## config.mk

```make
export PLATFORM = sky130hd
export DESIGN_NAME = cpu8_inc_dec_add_djnz_unit_flat
export DESIGN_NICKNAME = d
export VERILOG_FILES = /design/src/cpu8_pkg.sv /design/src/cpu8_if.sv /design/src/cpu8_state.sv /design/src/cpu8_exec.sv /design/src/cpu8_inc_dec_add_djnz_unit.sv /design/src/flat_wrapper.sv
export SDC_FILE = /design/constraint.sdc
export NUM_CORES = 1
export LEC_CHECK = 0
export BUFFER_PORTS_ARGS = -buffer_cell sky130_fd_sc_hd__buf_2
export CORE_ASPECT_RATIO = 1.75
export CORE_UTILIZATION = 60
export DETAILED_ROUTE_END_ITERATION = 7
export PLACE_DENSITY = 0.82
export SETUP_SLACK_MARGIN = 0.1
export SYNTH_ARGS = -nofsm -noshare
export SYNTH_HDL_FRONTEND = slang
export SYNTH_SLANG_ARGS = --single-unit
```

## constraint.sdc

```tcl
create_clock -name clk -period 4.9 [get_ports clk]
set_clock_uncertainty 0.05 [all_clocks]
set_input_delay 0.245 -clock clk [delete_from_list [all_inputs] [get_ports clk]]
set_output_delay 0.245 -clock clk [all_outputs]
set_load 0.1 [all_outputs]
```

## src/cpu8_pkg.sv

```systemverilog
// Shared types, opcode constants and flag helpers for the 8-bit CPU subset execute unit.
package cpu8_pkg;

  localparam int CFG_INDEX_W = 1;
  localparam int CFG_DATA_W  = 16;

  // Configuration register indexes.
  localparam logic [CFG_INDEX_W-1:0] CFG_IX_BASE = 1'd0;
  localparam logic [CFG_INDEX_W-1:0] CFG_IY_BASE = 1'd1;

  // Register codes as they appear in opcode bits 5:3 and 2:0.
  localparam logic [2:0] REG_B   = 3'd0;
  localparam logic [2:0] REG_C   = 3'd1;
  localparam logic [2:0] REG_D   = 3'd2;
  localparam logic [2:0] REG_E   = 3'd3;
  localparam logic [2:0] REG_H   = 3'd4;
  localparam logic [2:0] REG_L   = 3'd5;
  localparam logic [2:0] REG_MEM = 3'd6;
  localparam logic [2:0] REG_A   = 3'd7;

  localparam logic [2:0] DEST_NONE = 3'd0;
  localparam logic [2:0] DEST_A    = 3'd7;

  // Opcodes and opcode patterns.
  localparam logic [7:0] OP_LD_MASK     = 8'hC7;
  localparam logic [7:0] OP_LD_MATCH    = 8'h06;
  localparam logic [7:0] OP_INCDEC_MASK = 8'hC6;
  localparam logic [7:0] OP_INCDEC_MATCH = 8'h04;
  localparam logic [7:0] OP_ADD_FIRST   = 8'h80;
  localparam logic [7:0] OP_ADD_LAST    = 8'h85;
  localparam logic [7:0] OP_DJNZ        = 8'h10;
  localparam logic [7:0] OP_PREFIX_IX   = 8'hDD;
  localparam logic [7:0] OP_PREFIX_IY   = 8'hFD;
  localparam logic [7:0] SUB_INC_INDEX  = 8'h34;

  // Flag bit positions.
  localparam int FLAG_S  = 7;
  localparam int FLAG_Z  = 6;
  localparam int FLAG_H  = 4;
  localparam int FLAG_PV = 2;
  localparam int FLAG_N  = 1;
  localparam int FLAG_C  = 0;

  localparam logic [7:0] BYTE_MAX_POS = 8'h7F;
  localparam logic [7:0] BYTE_MIN_NEG = 8'h80;
  localparam logic [3:0] NIBBLE_ONES  = 4'b1111;

  typedef struct packed {
    logic [7:0]        kind;
    logic [7:0]        imm_byte;
    logic signed [7:0] displacement;
    logic [7:0]        mem_read_data;
  } item_t;

  typedef struct packed {
    logic [7:0]  a;
    logic [7:0]  b;
    logic [7:0]  c;
    logic [7:0]  d;
    logic [7:0]  e;
    logic [7:0]  h;
    logic [7:0]  l;
    logic [7:0]  flags;
    logic [15:0] pc;
    logic [15:0] ix;
    logic [15:0] iy;
  } arch_t;

  typedef struct packed {
    logic        reg_we;
    logic [2:0]  reg_code;
    logic [7:0]  reg_value;
    logic [7:0]  flags;
    logic [15:0] pc;
  } wb_t;

  typedef struct packed {
    logic [15:0] next_pc;
    logic [7:0]  flags_value;
    logic [2:0]  dest_index;
    logic [7:0]  dest_value;
    logic        mem_write;
    logic [15:0] mem_address;
    logic [7:0]  mem_write_data;
    logic        branch_taken;
  } result_t;

  function automatic logic [7:0] reg_read(input arch_t st, input logic [2:0] code);
    logic [7:0] v;
    case (code)
      REG_B:   v = st.b;
      REG_C:   v = st.c;
      REG_D:   v = st.d;
      REG_E:   v = st.e;
      REG_H:   v = st.h;
      REG_L:   v = st.l;
      REG_A:   v = st.a;
      default: v = 8'h00;
    endcase
    return v;
  endfunction

  function automatic logic [2:0] dest_of(input logic [2:0] code);
    return (code == REG_A) ? DEST_A : code + 3'd1;
  endfunction

  function automatic logic [7:0] inc_flags(input logic [7:0] v, input logic [7:0] r,
                                           input logic carry);
    logic [7:0] f;
    f          = 8'h00;
    f[FLAG_C]  = carry;
    f[FLAG_S]  = r[7];
    f[FLAG_Z]  = (r == 8'h00);
    f[FLAG_H]  = (v[3:0] == NIBBLE_ONES);
    f[FLAG_PV] = (v == BYTE_MAX_POS);
    return f;
  endfunction

  function automatic logic [7:0] dec_flags(input logic [7:0] v, input logic [7:0] r,
                                           input logic carry);
    logic [7:0] f;
    f          = 8'h00;
    f[FLAG_C]  = carry;
    f[FLAG_N]  = 1'b1;
    f[FLAG_S]  = r[7];
    f[FLAG_Z]  = (r == 8'h00);
    f[FLAG_H]  = (v[3:0] == 4'd0);
    f[FLAG_PV] = (v == BYTE_MIN_NEG);
    return f;
  endfunction

endpackage

```

## src/cpu8_if.sv

```systemverilog
// Valid/ready channel interfaces for instruction items and execution results.
interface cpu8_item_if;
  logic              valid;
  logic              ready;
  logic [7:0]        kind;
  logic [7:0]        imm_byte;
  logic signed [7:0] displacement;
  logic [7:0]        mem_read_data;

  modport source(output valid, output kind, output imm_byte, output displacement,
                 output mem_read_data, input ready);
  modport sink(input valid, input kind, input imm_byte, input displacement,
               input mem_read_data, output ready);
endinterface

interface cpu8_result_if;
  logic        valid;
  logic        ready;
  logic [15:0] next_pc;
  logic [7:0]  flags_value;
  logic [2:0]  dest_index;
  logic [7:0]  dest_value;
  logic        mem_write;
  logic [15:0] mem_address;
  logic [7:0]  mem_write_data;
  logic        branch_taken;

  modport source(output valid, output next_pc, output flags_value, output dest_index,
                 output dest_value, output mem_write, output mem_address,
                 output mem_write_data, output branch_taken, input ready);
  modport sink(input valid, input next_pc, input flags_value, input dest_index,
               input dest_value, input mem_write, input mem_address,
               input mem_write_data, input branch_taken, output ready);
endinterface

```

## src/cpu8_state.sv

```systemverilog
// Architectural register file: A, B-L, flags, PC and the IX/IY configuration bases.
module cpu8_state (
  input  logic                                clk,
  input  logic                                rst,
  input  logic                                cfg_write_en,
  input  logic [cpu8_pkg::CFG_INDEX_W-1:0]    cfg_index,
  input  logic [cpu8_pkg::CFG_DATA_W-1:0]     cfg_data,
  input  logic                                commit,
  input  cpu8_pkg::wb_t                       wb,
  output cpu8_pkg::arch_t                     arch
);
  import cpu8_pkg::*;

  arch_t st;

  always_ff @(posedge clk) begin
    if (rst) begin
      st <= '0;
    end else begin
      if (cfg_write_en) begin
        case (cfg_index)
          CFG_IX_BASE: st.ix <= cfg_data;
          CFG_IY_BASE: st.iy <= cfg_data;
          default: ;
        endcase
      end
      if (commit) begin
        st.flags <= wb.flags;
        st.pc    <= wb.pc;
        if (wb.reg_we) begin
          case (wb.reg_code)
            REG_B:   st.b <= wb.reg_value;
            REG_C:   st.c <= wb.reg_value;
            REG_D:   st.d <= wb.reg_value;
            REG_E:   st.e <= wb.reg_value;
            REG_H:   st.h <= wb.reg_value;
            REG_L:   st.l <= wb.reg_value;
            REG_A:   st.a <= wb.reg_value;
            default: ;
          endcase
        end
      end
    end
  end

  assign arch = st;

endmodule

```

## src/cpu8_exec.sv

```systemverilog
// Single-pass decode and execute of one instruction against the current register state.
module cpu8_exec (
  input  cpu8_pkg::item_t   item,
  input  cpu8_pkg::arch_t   arch,
  output cpu8_pkg::wb_t     wb,
  output cpu8_pkg::result_t res
);
  import cpu8_pkg::*;

  logic [7:0]  op;
  logic [2:0]  code;
  logic        is_ld;
  logic        is_incdec;
  logic        is_add;
  logic        is_prefix;
  logic        is_djnz;
  logic        is_inc;
  logic [7:0]  operand;
  logic [7:0]  v;
  logic [7:0]  r;
  logic [8:0]  sum;
  logic        half;
  logic [15:0] pc_step;
  logic [15:0] base;

  always_comb begin
    op        = item.kind;
    code      = op[5:3];
    is_ld     = ((op & OP_LD_MASK) == OP_LD_MATCH) && (code != REG_MEM);
    is_incdec = ((op & OP_INCDEC_MASK) == OP_INCDEC_MATCH);
    is_add    = (op inside {[OP_ADD_FIRST:OP_ADD_LAST]});
    is_prefix = (op == OP_PREFIX_IX) || (op == OP_PREFIX_IY);
    is_djnz   = (op == OP_DJNZ);
    is_inc    = ~op[0];
    operand   = reg_read(arch, is_add ? op[2:0] : code);
    v         = (code == REG_MEM) ? item.mem_read_data : operand;
    r         = is_inc ? v + 8'd1 : v - 8'd1;
    sum       = {1'b0, arch.a} + {1'b0, operand};
    half      = ({1'b0, arch.a[3:0]} + {1'b0, operand[3:0]}) > {1'b0, NIBBLE_ONES};
    base      = (op == OP_PREFIX_IX) ? arch.ix : arch.iy;

    wb.reg_we    = 1'b0;
    wb.reg_code  = REG_B;
    wb.reg_value = 8'h00;
    wb.flags     = arch.flags;
    pc_step      = 16'd1;

    res.mem_write      = 1'b0;
    res.mem_address    = 16'h0000;
    res.mem_write_data = 8'h00;
    res.branch_taken   = 1'b0;

    if (is_ld) begin
      wb.reg_we    = 1'b1;
      wb.reg_code  = code;
      wb.reg_value = item.imm_byte;
      pc_step      = 16'd2;
    end else if (is_incdec) begin
      wb.flags = is_inc ? inc_flags(v, r, arch.flags[FLAG_C])
                        : dec_flags(v, r, arch.flags[FLAG_C]);
      if (code == REG_MEM) begin
        res.mem_write      = 1'b1;
        res.mem_address    = {arch.h, arch.l};
        res.mem_write_data = r;
      end else begin
        wb.reg_we    = 1'b1;
        wb.reg_code  = code;
        wb.reg_value = r;
      end
    end else if (is_add) begin
      wb.reg_we           = 1'b1;
      wb.reg_code         = REG_A;
      wb.reg_value        = sum[7:0];
      wb.flags            = 8'h00;
      wb.flags[FLAG_S]    = sum[7];
      wb.flags[FLAG_Z]    = (sum[7:0] == 8'h00);
      wb.flags[FLAG_H]    = half;
      wb.flags[FLAG_PV]   = (arch.a[7] == operand[7]) && (sum[7] != arch.a[7]);
      wb.flags[FLAG_C]    = sum[8];
    end else if (is_prefix) begin
      pc_step = 16'd3;
      if (item.imm_byte == SUB_INC_INDEX) begin
        res.mem_write      = 1'b1;
        res.mem_address    = base + {{8{item.displacement[7]}}, item.displacement};
        res.mem_write_data = item.mem_read_data + 8'd1;
        wb.flags = inc_flags(item.mem_read_data, item.mem_read_data + 8'd1,
                             arch.flags[FLAG_C]);
      end
    end else if (is_djnz) begin
      wb.reg_we    = 1'b1;
      wb.reg_code  = REG_B;
      wb.reg_value = arch.b - 8'd1;
      pc_step      = 16'd2;
      if (arch.b != 8'd1) begin
        res.branch_taken = 1'b1;
        pc_step          = 16'd2 + {{8{item.imm_byte[7]}}, item.imm_byte};
      end
    end

    wb.pc = arch.pc + pc_step;

    res.next_pc     = wb.pc;
    res.flags_value = wb.flags;
    res.dest_index  = wb.reg_we ? dest_of(wb.reg_code) : DEST_NONE;
    res.dest_value  = wb.reg_we ? wb.reg_value : 8'h00;
  end

endmodule

```

## src/cpu8_inc_dec_add_djnz_unit.sv

```systemverilog
// Top level of the 8-bit CPU subset execute unit: input stage, execute and result register.
//
// The unit executes one decoded instruction per transaction on the item channel
// (opcode, following byte, displacement and the memory byte at the effective address)
// and returns one transaction on the result channel with the new PC, the flag byte,
// the register written, and any memory write request. A, B-L, flags and PC live here.
//
// Timing: an accepted item is held in the input register, where it is decoded and
// executed; when the result register can take it, the architectural state updates and
// the result register loads at the same edge. Throughput is one instruction per cycle
// while the receiver does not stall. Back-to-back items see each other's register
// writes because the state commits at the same edge that the next item enters
// execution.
//
// When the receiver stalls, a finished result waits in the result register while one
// more item is still accepted into the input register; ready drops only when both
// are full. Synchronous reset empties both stages and clears all registers, flags,
// the PC and the IX/IY bases. The IX/IY bases are written through the configuration
// port and should only change while no instruction is in flight.
module cpu8_inc_dec_add_djnz_unit (
  input  logic                              clk,
  input  logic                              rst,
  cpu8_item_if.sink                         item,
  cpu8_result_if.source                     result,
  input  logic                              cfg_write_en,
  input  logic [cpu8_pkg::CFG_INDEX_W-1:0]  cfg_index,
  input  logic [cpu8_pkg::CFG_DATA_W-1:0]   cfg_data
);
  import cpu8_pkg::*;

  logic    s1_valid;
  item_t   s1_item;
  logic    s1_go;
  logic    item_ready;
  logic    out_valid;
  result_t out_res;
  arch_t   arch;
  wb_t     wb;
  result_t exec_res;

  // The execute stage advances whenever the result register is empty or being drained.
  assign s1_go      = s1_valid && (!out_valid || result.ready);
  assign item_ready = !s1_valid || s1_go;
  assign item.ready = item_ready;

  always_ff @(posedge clk) begin
    if (rst) begin
      s1_valid  <= 1'b0;
      out_valid <= 1'b0;
    end else begin
      if (item_ready) begin
        s1_valid <= item.valid;
      end
      if (s1_go) begin
        out_valid <= 1'b1;
      end else if (result.ready) begin
        out_valid <= 1'b0;
      end
    end
  end

  // Payload registers carry no reset; their valid bits qualify them.
  always_ff @(posedge clk) begin
    if (item_ready && item.valid) begin
      s1_item.kind          <= item.kind;
      s1_item.imm_byte      <= item.imm_byte;
      s1_item.displacement  <= item.displacement;
      s1_item.mem_read_data <= item.mem_read_data;
    end
    if (s1_go) begin
      out_res <= exec_res;
    end
  end

  cpu8_exec u_exec (
    .item (s1_item),
    .arch (arch),
    .wb   (wb),
    .res  (exec_res)
  );

  // State commits exactly when the executing instruction hands its result over.
  cpu8_state u_state (
    .clk          (clk),
    .rst          (rst),
    .cfg_write_en (cfg_write_en),
    .cfg_index    (cfg_index),
    .cfg_data     (cfg_data),
    .commit       (s1_go),
    .wb           (wb),
    .arch         (arch)
  );

  assign result.valid          = out_valid;
  assign result.next_pc        = out_res.next_pc;
  assign result.flags_value    = out_res.flags_value;
  assign result.dest_index     = out_res.dest_index;
  assign result.dest_value     = out_res.dest_value;
  assign result.mem_write      = out_res.mem_write;
  assign result.mem_address    = out_res.mem_address;
  assign result.mem_write_data = out_res.mem_write_data;
  assign result.branch_taken   = out_res.branch_taken;

endmodule

```

## src/flat_wrapper.sv

```systemverilog
// flat-port wrapper written by rule: the top's interface ports become plain ports
module cpu8_inc_dec_add_djnz_unit_flat import cpu8_pkg::*;
  (clk, rst, cfg_write_en, cfg_index, cfg_data, item_valid, item_kind, item_imm_byte, item_displacement, item_mem_read_data, item_ready, result_valid, result_next_pc, result_flags_value, result_dest_index, result_dest_value, result_mem_write, result_mem_address, result_mem_write_data, result_branch_taken, result_ready);
  cpu8_item_if item_i ();
  cpu8_result_if result_i ();
  input  logic clk;
  input  logic rst;
  input  logic cfg_write_en;
  input  logic [cpu8_pkg::CFG_INDEX_W-1:0] cfg_index;
  input  logic [cpu8_pkg::CFG_DATA_W-1:0] cfg_data;
  input wire logic [$bits(item_i.valid)-1:0] item_valid;
  input wire logic [$bits(item_i.kind)-1:0] item_kind;
  input wire logic [$bits(item_i.imm_byte)-1:0] item_imm_byte;
  input wire logic [$bits(item_i.displacement)-1:0] item_displacement;
  input wire logic [$bits(item_i.mem_read_data)-1:0] item_mem_read_data;
  output wire logic [$bits(item_i.ready)-1:0] item_ready;
  output wire logic [$bits(result_i.valid)-1:0] result_valid;
  output wire logic [$bits(result_i.next_pc)-1:0] result_next_pc;
  output wire logic [$bits(result_i.flags_value)-1:0] result_flags_value;
  output wire logic [$bits(result_i.dest_index)-1:0] result_dest_index;
  output wire logic [$bits(result_i.dest_value)-1:0] result_dest_value;
  output wire logic [$bits(result_i.mem_write)-1:0] result_mem_write;
  output wire logic [$bits(result_i.mem_address)-1:0] result_mem_address;
  output wire logic [$bits(result_i.mem_write_data)-1:0] result_mem_write_data;
  output wire logic [$bits(result_i.branch_taken)-1:0] result_branch_taken;
  input wire logic [$bits(result_i.ready)-1:0] result_ready;
  assign item_i.valid = item_valid;
  assign item_i.kind = item_kind;
  assign item_i.imm_byte = item_imm_byte;
  assign item_i.displacement = item_displacement;
  assign item_i.mem_read_data = item_mem_read_data;
  assign item_ready = item_i.ready;
  assign result_valid = result_i.valid;
  assign result_next_pc = result_i.next_pc;
  assign result_flags_value = result_i.flags_value;
  assign result_dest_index = result_i.dest_index;
  assign result_dest_value = result_i.dest_value;
  assign result_mem_write = result_i.mem_write;
  assign result_mem_address = result_i.mem_address;
  assign result_mem_write_data = result_i.mem_write_data;
  assign result_branch_taken = result_i.branch_taken;
  assign result_i.ready = result_ready;
  cpu8_inc_dec_add_djnz_unit u_core (.clk(clk), .rst(rst), .item(item_i), .result(result_i), .cfg_write_en(cfg_write_en), .cfg_index(cfg_index), .cfg_data(cfg_data));
endmodule
```

# Word level (Yosys, flattened, before mapping)
# Cells that the tools add are included.
# totals
ram_bits	0
reg_bits	207
mem_bits_ro	0
mem_count	0
in_bits	54
latch_bits	0
# classes
n_mul	0
muxes	32
n_eq_ne	28
n_lt_le_gt_ge	3
addsub	10
n_bitwise	2
shift	0
n_div	0
n_reduce_logical	27
# op_table
cell	count
16-bit two-way mux	7
25-bit two-way mux	4
8-bit one-hot mux with 7 select lines	1
12-bit two-way mux	4
20-bit two-way mux	2
8-bit two-way mux	5
16-bit adder	2
26-bit two-way mux	1
8-bit equality test, second input constant	3
8-bit zero test	3
3-bit equality test, second input constant	7
3-bit AND reduction	7
8-bit by 1-bit adder with 8-bit output, second input constant	2
8-bit by 7-bit equality test with 1-bit output, second input constant	2
8-bit by 1-bit subtractor with 8-bit output, second input constant	2
3-bit by 2-bit equality test with 1-bit output, second input constant	4
3-bit by 8-bit adder with 9-bit output, first input constant	1
8-bit by 8-bit adder with 9-bit output	1
4-bit equality test, second input constant	2
8-bit by 5-bit equality test with 1-bit output, second input constant	1
8-bit by 6-bit equality test with 1-bit output, second input constant	1
8-bit >= comparator, second input constant	1
8-bit less-or-equal comparator, second input constant	1
8-bit by 1-bit != test with 1-bit output, second input constant	1
21 further kinds	37

# Depth between registers and ports, before layout
# depth
depth_word	13
mapped_depth	18

# By module
# A second synthesis with hierarchy kept.
# hier_totals
cells_unflattened	1167
area_unflattened_um2	11493.5
# modules_own_cells
mod	instances	area_each_um2	cells_each
cpu8_exec	1	4420.5	647
cpu8_state	1	4176.5	417
cpu8_inc_dec_add_djnz_unit	1	2896.5	103

# Worst setup path before layout
# Ideal clock, no wire load.
# synth_timing
path_type	reg-to-reg
startpoint	register u_core.s1_item[24] in the netlist's numbering
endpoint	register u_core.out_res (netlist bit u_core.result.dest_value[7]) (data pin)
synth_period_minus_slack_ps	4212
arrival_ps	3890
required_ps	4579
n_path_buf	2
stages_incl_launch_ff	18
path_slack_ps	688
cell_sequence	edfxtp_1 -> buf_4 -> and3b_2 -> a31o_2 -> clkbuf_1 -> a221oi_1 -> nor3_1 -> or2_2 -> ha_1 -> a21o_1 -> a21oi_1 -> o21bai_1 -> a2111oi_0 -> or3_1 -> xor2_1 -> o211ai_1 -> inv_1 -> a21oi_1
# synth_between
elab_chain_len	11
# synth_rtl
item	line_no	text
from (decl)	cpu8_inc_dec_add_djnz_unit.sv:32	item_t s1_item;
8-bit >= comparator or 8-bit less-or-equal comparator (tied branches)	cpu8_exec.sv:31	is_add = (op inside {[OP_ADD_FIRST:OP_ADD_LAST]});
1-bit logical AND	cpu8_exec.sv:31	
3-bit two-way mux	cpu8_exec.sv:35	operand = reg_read(arch, is_add ? op[2:0] : code);
3-bit equality test (tied with other cells)	cpu8_pkg.sv:90	case (code)
8-bit one-hot mux with 7 select lines	cpu8_pkg.sv:90	
8-bit two-way mux	cpu8_exec.sv:36	v = (code == REG_MEM) ? item.mem_read_data : operand;
8-bit by 1-bit adder with 8-bit output or 8-bit by 1-bit subtractor with 8-bit output (tied branches)	cpu8_exec.sv:37	r = is_inc ? v + 8'd1 : v - 8'd1;
8-bit two-way mux	cpu8_exec.sv:37	
12-bit two-way mux	cpu8_exec.sv:61	if (code == REG_MEM) begin
20-bit two-way mux	cpu8_exec.sv:58	end else if (is_incdec) begin
12-bit two-way mux *	cpu8_exec.sv:53	if (is_ld) begin
to (signal assigned)	cpu8_inc_dec_add_djnz_unit.sv:71	out_res <= exec_res;
to (decl)	cpu8_inc_dec_add_djnz_unit.sv:36	result_t out_res;
# Mark *: on every way between the ends. The rest lies on a longest branch, timed or not.
# A chain may end at the register's enable or synchronous reset.

# Worst setup path in the final report
# layout_timing
startpoint	register u_core.s1_item[31] in the netlist's numbering
endpoint	register u_core.out_res (netlist bit u_core.result.dest_value[7]) (data pin)
# The elaborated chain is that of the path after synthesis.

==> metrics.cfg <==
[cts]
clk_pin_slew_ps = 70
cts_root_buf = clkbuf_16
cts_max_level = 1
cts_tree = built
clock-sinks = 207
clock_latency_ps = 510
numCtsBuffers = 19
clock_path_buffers = 3

[floorplanning]
die_x_um = 106
start_util_pct = 61.1
core_area_mm2 = 0.0186
die_h_um = 184
io-pin-count = 117
die_area_mm2 = 0.0195
row_count = 66

[run]
max_cap_violations = 0

[min_path]
worstHoldPathCells = 4
hold_class = in -> reg

[place]
portBuffers = 116
hpwl_um = 23400
gp_congestion = 1.03
place_area_mm2 = 0.0122

[synthesis]
yosysWarnings = 0
synth_seq_cells = 207
synth-edff-count = 93
synth_ff_type = dfxtp_1
mappedNetlistArea_mm2 = 0.0114
avgSynthCellArea_um2 = 9.48
synth_nets = 1314
netlist_instances = 1199
ys_types = 84
yosysSeqAreaShare_pct = 44.7
async_flop_share_pct = 0

[critical_path]
rr_worst_depth = 15
crit_chain = and3b_2 -> a31o_2 -> a221oi_1 -> nor3_1 -> or2_2 -> ha_1 -> a21o_1 -> a21oi_1 -> o21bai_1 -> a2111oi_0 -> or3_1 -> xor2_1 -> o211ai_1 -> inv_1 -> a21oi_1
critPathLaunchType = flop
critPathTopFamily = compound AO/OA/AOI/OAI gates
cp-end-kind = flop
cp_max_fo = 9
timing.rr.start = u_core.s1_item[31]
crit_cells = 15
r2r_setup_slack_ps = 480
worstSetupStartpoint = u_core.s1_item[31]
crit_required_ps = 5220
worstPathBufferInverterCount = 1
cpPeakStageDelay_ps = 630
arrival_ps = 4740
cp-endpoint = u_core.result.dest_value[7]
reg2reg_to = u_core.result.dest_value[7]
critical_path.slowest_cell = o211ai_1
cpMostUsedCell = a21oi_1
critPathKind = reg -> reg

[final_layout]
syn_to_final_growth_pct = 18.1
fin_area_mm2 = 0.0134
multiInputGateArea_mm2 = 0.00586
layout_commonest_cell = nand2_1
final_cell_mix = nand2_1 (175), nor2_1 (118), buf_2 (115), dfxtp_1 (114), a21oi_1 (94)
fillers = 1346
antennaDiodeCount = 0
ff_latch_area_mm2 = 0.00507
layout.nets = 1477
drive_above_1_share_pct = 18.5

[routing]
num_vias = 9941
route.detailed.drc = 0
wl_um = 33200
wire_per_inst_um = 20.6
dr.pass1.iters = 6
vias_per_cell = 6.16
drtAntennaViolNets = 0
drt_iter0_drc = 839

[power_and_ir_drop]
p_leak_nw = 5.32
netSwitchingFraction_pct = 28.5
pwr_density_cell_mw_per_mm2 = 304
p_int_mw = 2.91
clkPwrFrac_pct = 37.7
p_comb_share_pct = 15.6
power_switching_mw = 1.16
max-vdd-ir-drop_mv = 0.327
seqPwrFrac_pct = 46.7

[timing]
rsz0062_at_grt = true
min_period_over_period_pct = 90.3
maxSlewHeadroom_pct = 19.1
max_freq_mhz = 226
min_period_ps = 4420
worstMarginPinSlew_ps = 1210
final-hold-violation-count = 0
final.setup.tns_ps = 0
slew_violations = 0
setup_violations = 0
fin_hold_ws_ps = 102

[global_route]
grt_start_max_net_pins = 79
antenna_found_initial = 0
grt_pass1_wl_um = 51400
grt_util_all_layers_pct = 34.3
grt_pass1_vias = 9983
grt-ovfl-total = 0

[outcome]
status = finished clean

## repair_timing
action | CTS | global route
resized for setup | 0 | 2
setup buffers | 0 | 7
setup endpoints to repair | 0 | 9
hold endpoints to repair | 65 | 0
hold buffers | 49 | 0
## area by class of cell
cell class	instances	share of cell area, %
flip-flops and latches	207	37.8
repair buffers	206	10.3
inverters	39	1.10
well taps	238	2.22
clock inverters	9	0.410
clock buffers	25	4.42
multi-input cells	889	43.7
## worst min path at each step
stage / startpoint / end / slack, ps
floorplan: item_mem_read_data[0] / u_core.s1_item[0] / 290
global placement: item_kind[3] / u_core.s1_item[27] / 370
detailed placement: item_displacement[3] / u_core.s1_item[11] / 370
CTS: result_ready / u_core.result.valid / 0.4
global route: result_ready / u_core.result.valid / 110
finish: result_ready / u_core.result.valid / 100
## cells in the mapped netlist, types with 19 or more instances
cell	n	share of area [%]
nand2_1	175	5.8
nor2_1	120	4.0
dfxtp_1	114	20
a21oi_1	94	4.1
edfxtp_1	93	25
ha_1	57	6.3
inv_1	38	1.3
o21ai_0	36	1.6
clkbuf_1	35	1.2
a211oi_1	34	2.2
xnor2_1	32	2.5
xor2_1	23	1.8
nand3_1	22	0.97
nor3_1	20	0.88
mux2i_1	19	1.7
## worst min-delay path: stages
cell	delay, ps
buf_2	90
nor2b_1	80
nor2_1	140
nor2_1	60
## registers in the layout, summed over array words and instances, names as in the netlist
register                      count
u_core.result.mem_write_data      8
u_core.result.dest_index          3
u_core.u_state.arch             112
u_core.result.branch_taken        1
u_core.result.next_pc            16
u_core.result.dest_value          8
u_core.result.mem_address        16
u_core.s1_item                   32
u_core.result.flags_value         8
u_core.result.valid               1
u_core.s1_valid                   1
u_core.result.mem_write           1
## power groups by stage
stage	sequential, mW	clock (mW)	combinational, mW
after global routing	1.91	1.61	0.672
after detailed placement	1.94	0	0.584
after CTS	1.90	1.56	0.616
final	1.90	1.53	0.636
after floorplan	2.10	0	0.282
after global placement	1.94	0	0.576
## through the flow
stage | std cells | utilization, % | worst slack (ps) | power [mW]
2_1_floorplan | 1199 | - | 688 | 2.38
3_3_place_gp | 1523 | 65.7 | 514 | 2.51
3_5_place_dp | 1523 | 65.7 | 456 | 2.52
4_1_cts | 1606 | 71.9 | 406 | 4.08
5_1_grt | 1613 | 72.2 | 94.4 | 4.19
6_report | 1613 | 72.2 | 477 | 4.07
## cells by family (layout without fill, tap and decap cells)
| group | count (synthesis) | in the layout | share of synthesized area, % |
|---|---|---|---|
| AO/OA/AOI/OAI | 306 | 306 | 18.8 |
| XOR/XNOR | 57 | 57 | 4.63 |
| buffers and inverters | 103 | 279 | 3.85 |
| flip-flops | 207 | 207 | 44.7 |
| multiplexers | 36 | 36 | 3.36 |
| adder cells (fa/ha/maj) | 61 | 61 | 6.98 |
| AND/OR/NAND/NOR | 429 | 429 | 17.7 |
## metal layers
layer  up-vias  global-route usage, %  routed length [µm]
met5         -                      0                   0
met4         0                   25.3                2420
met3       148                   4.22                1500
met2       401                   65.0               18000
met1      4727                   33.5               11300
li1       4665                      -                   -
Power figures use the tool's default switching activity.
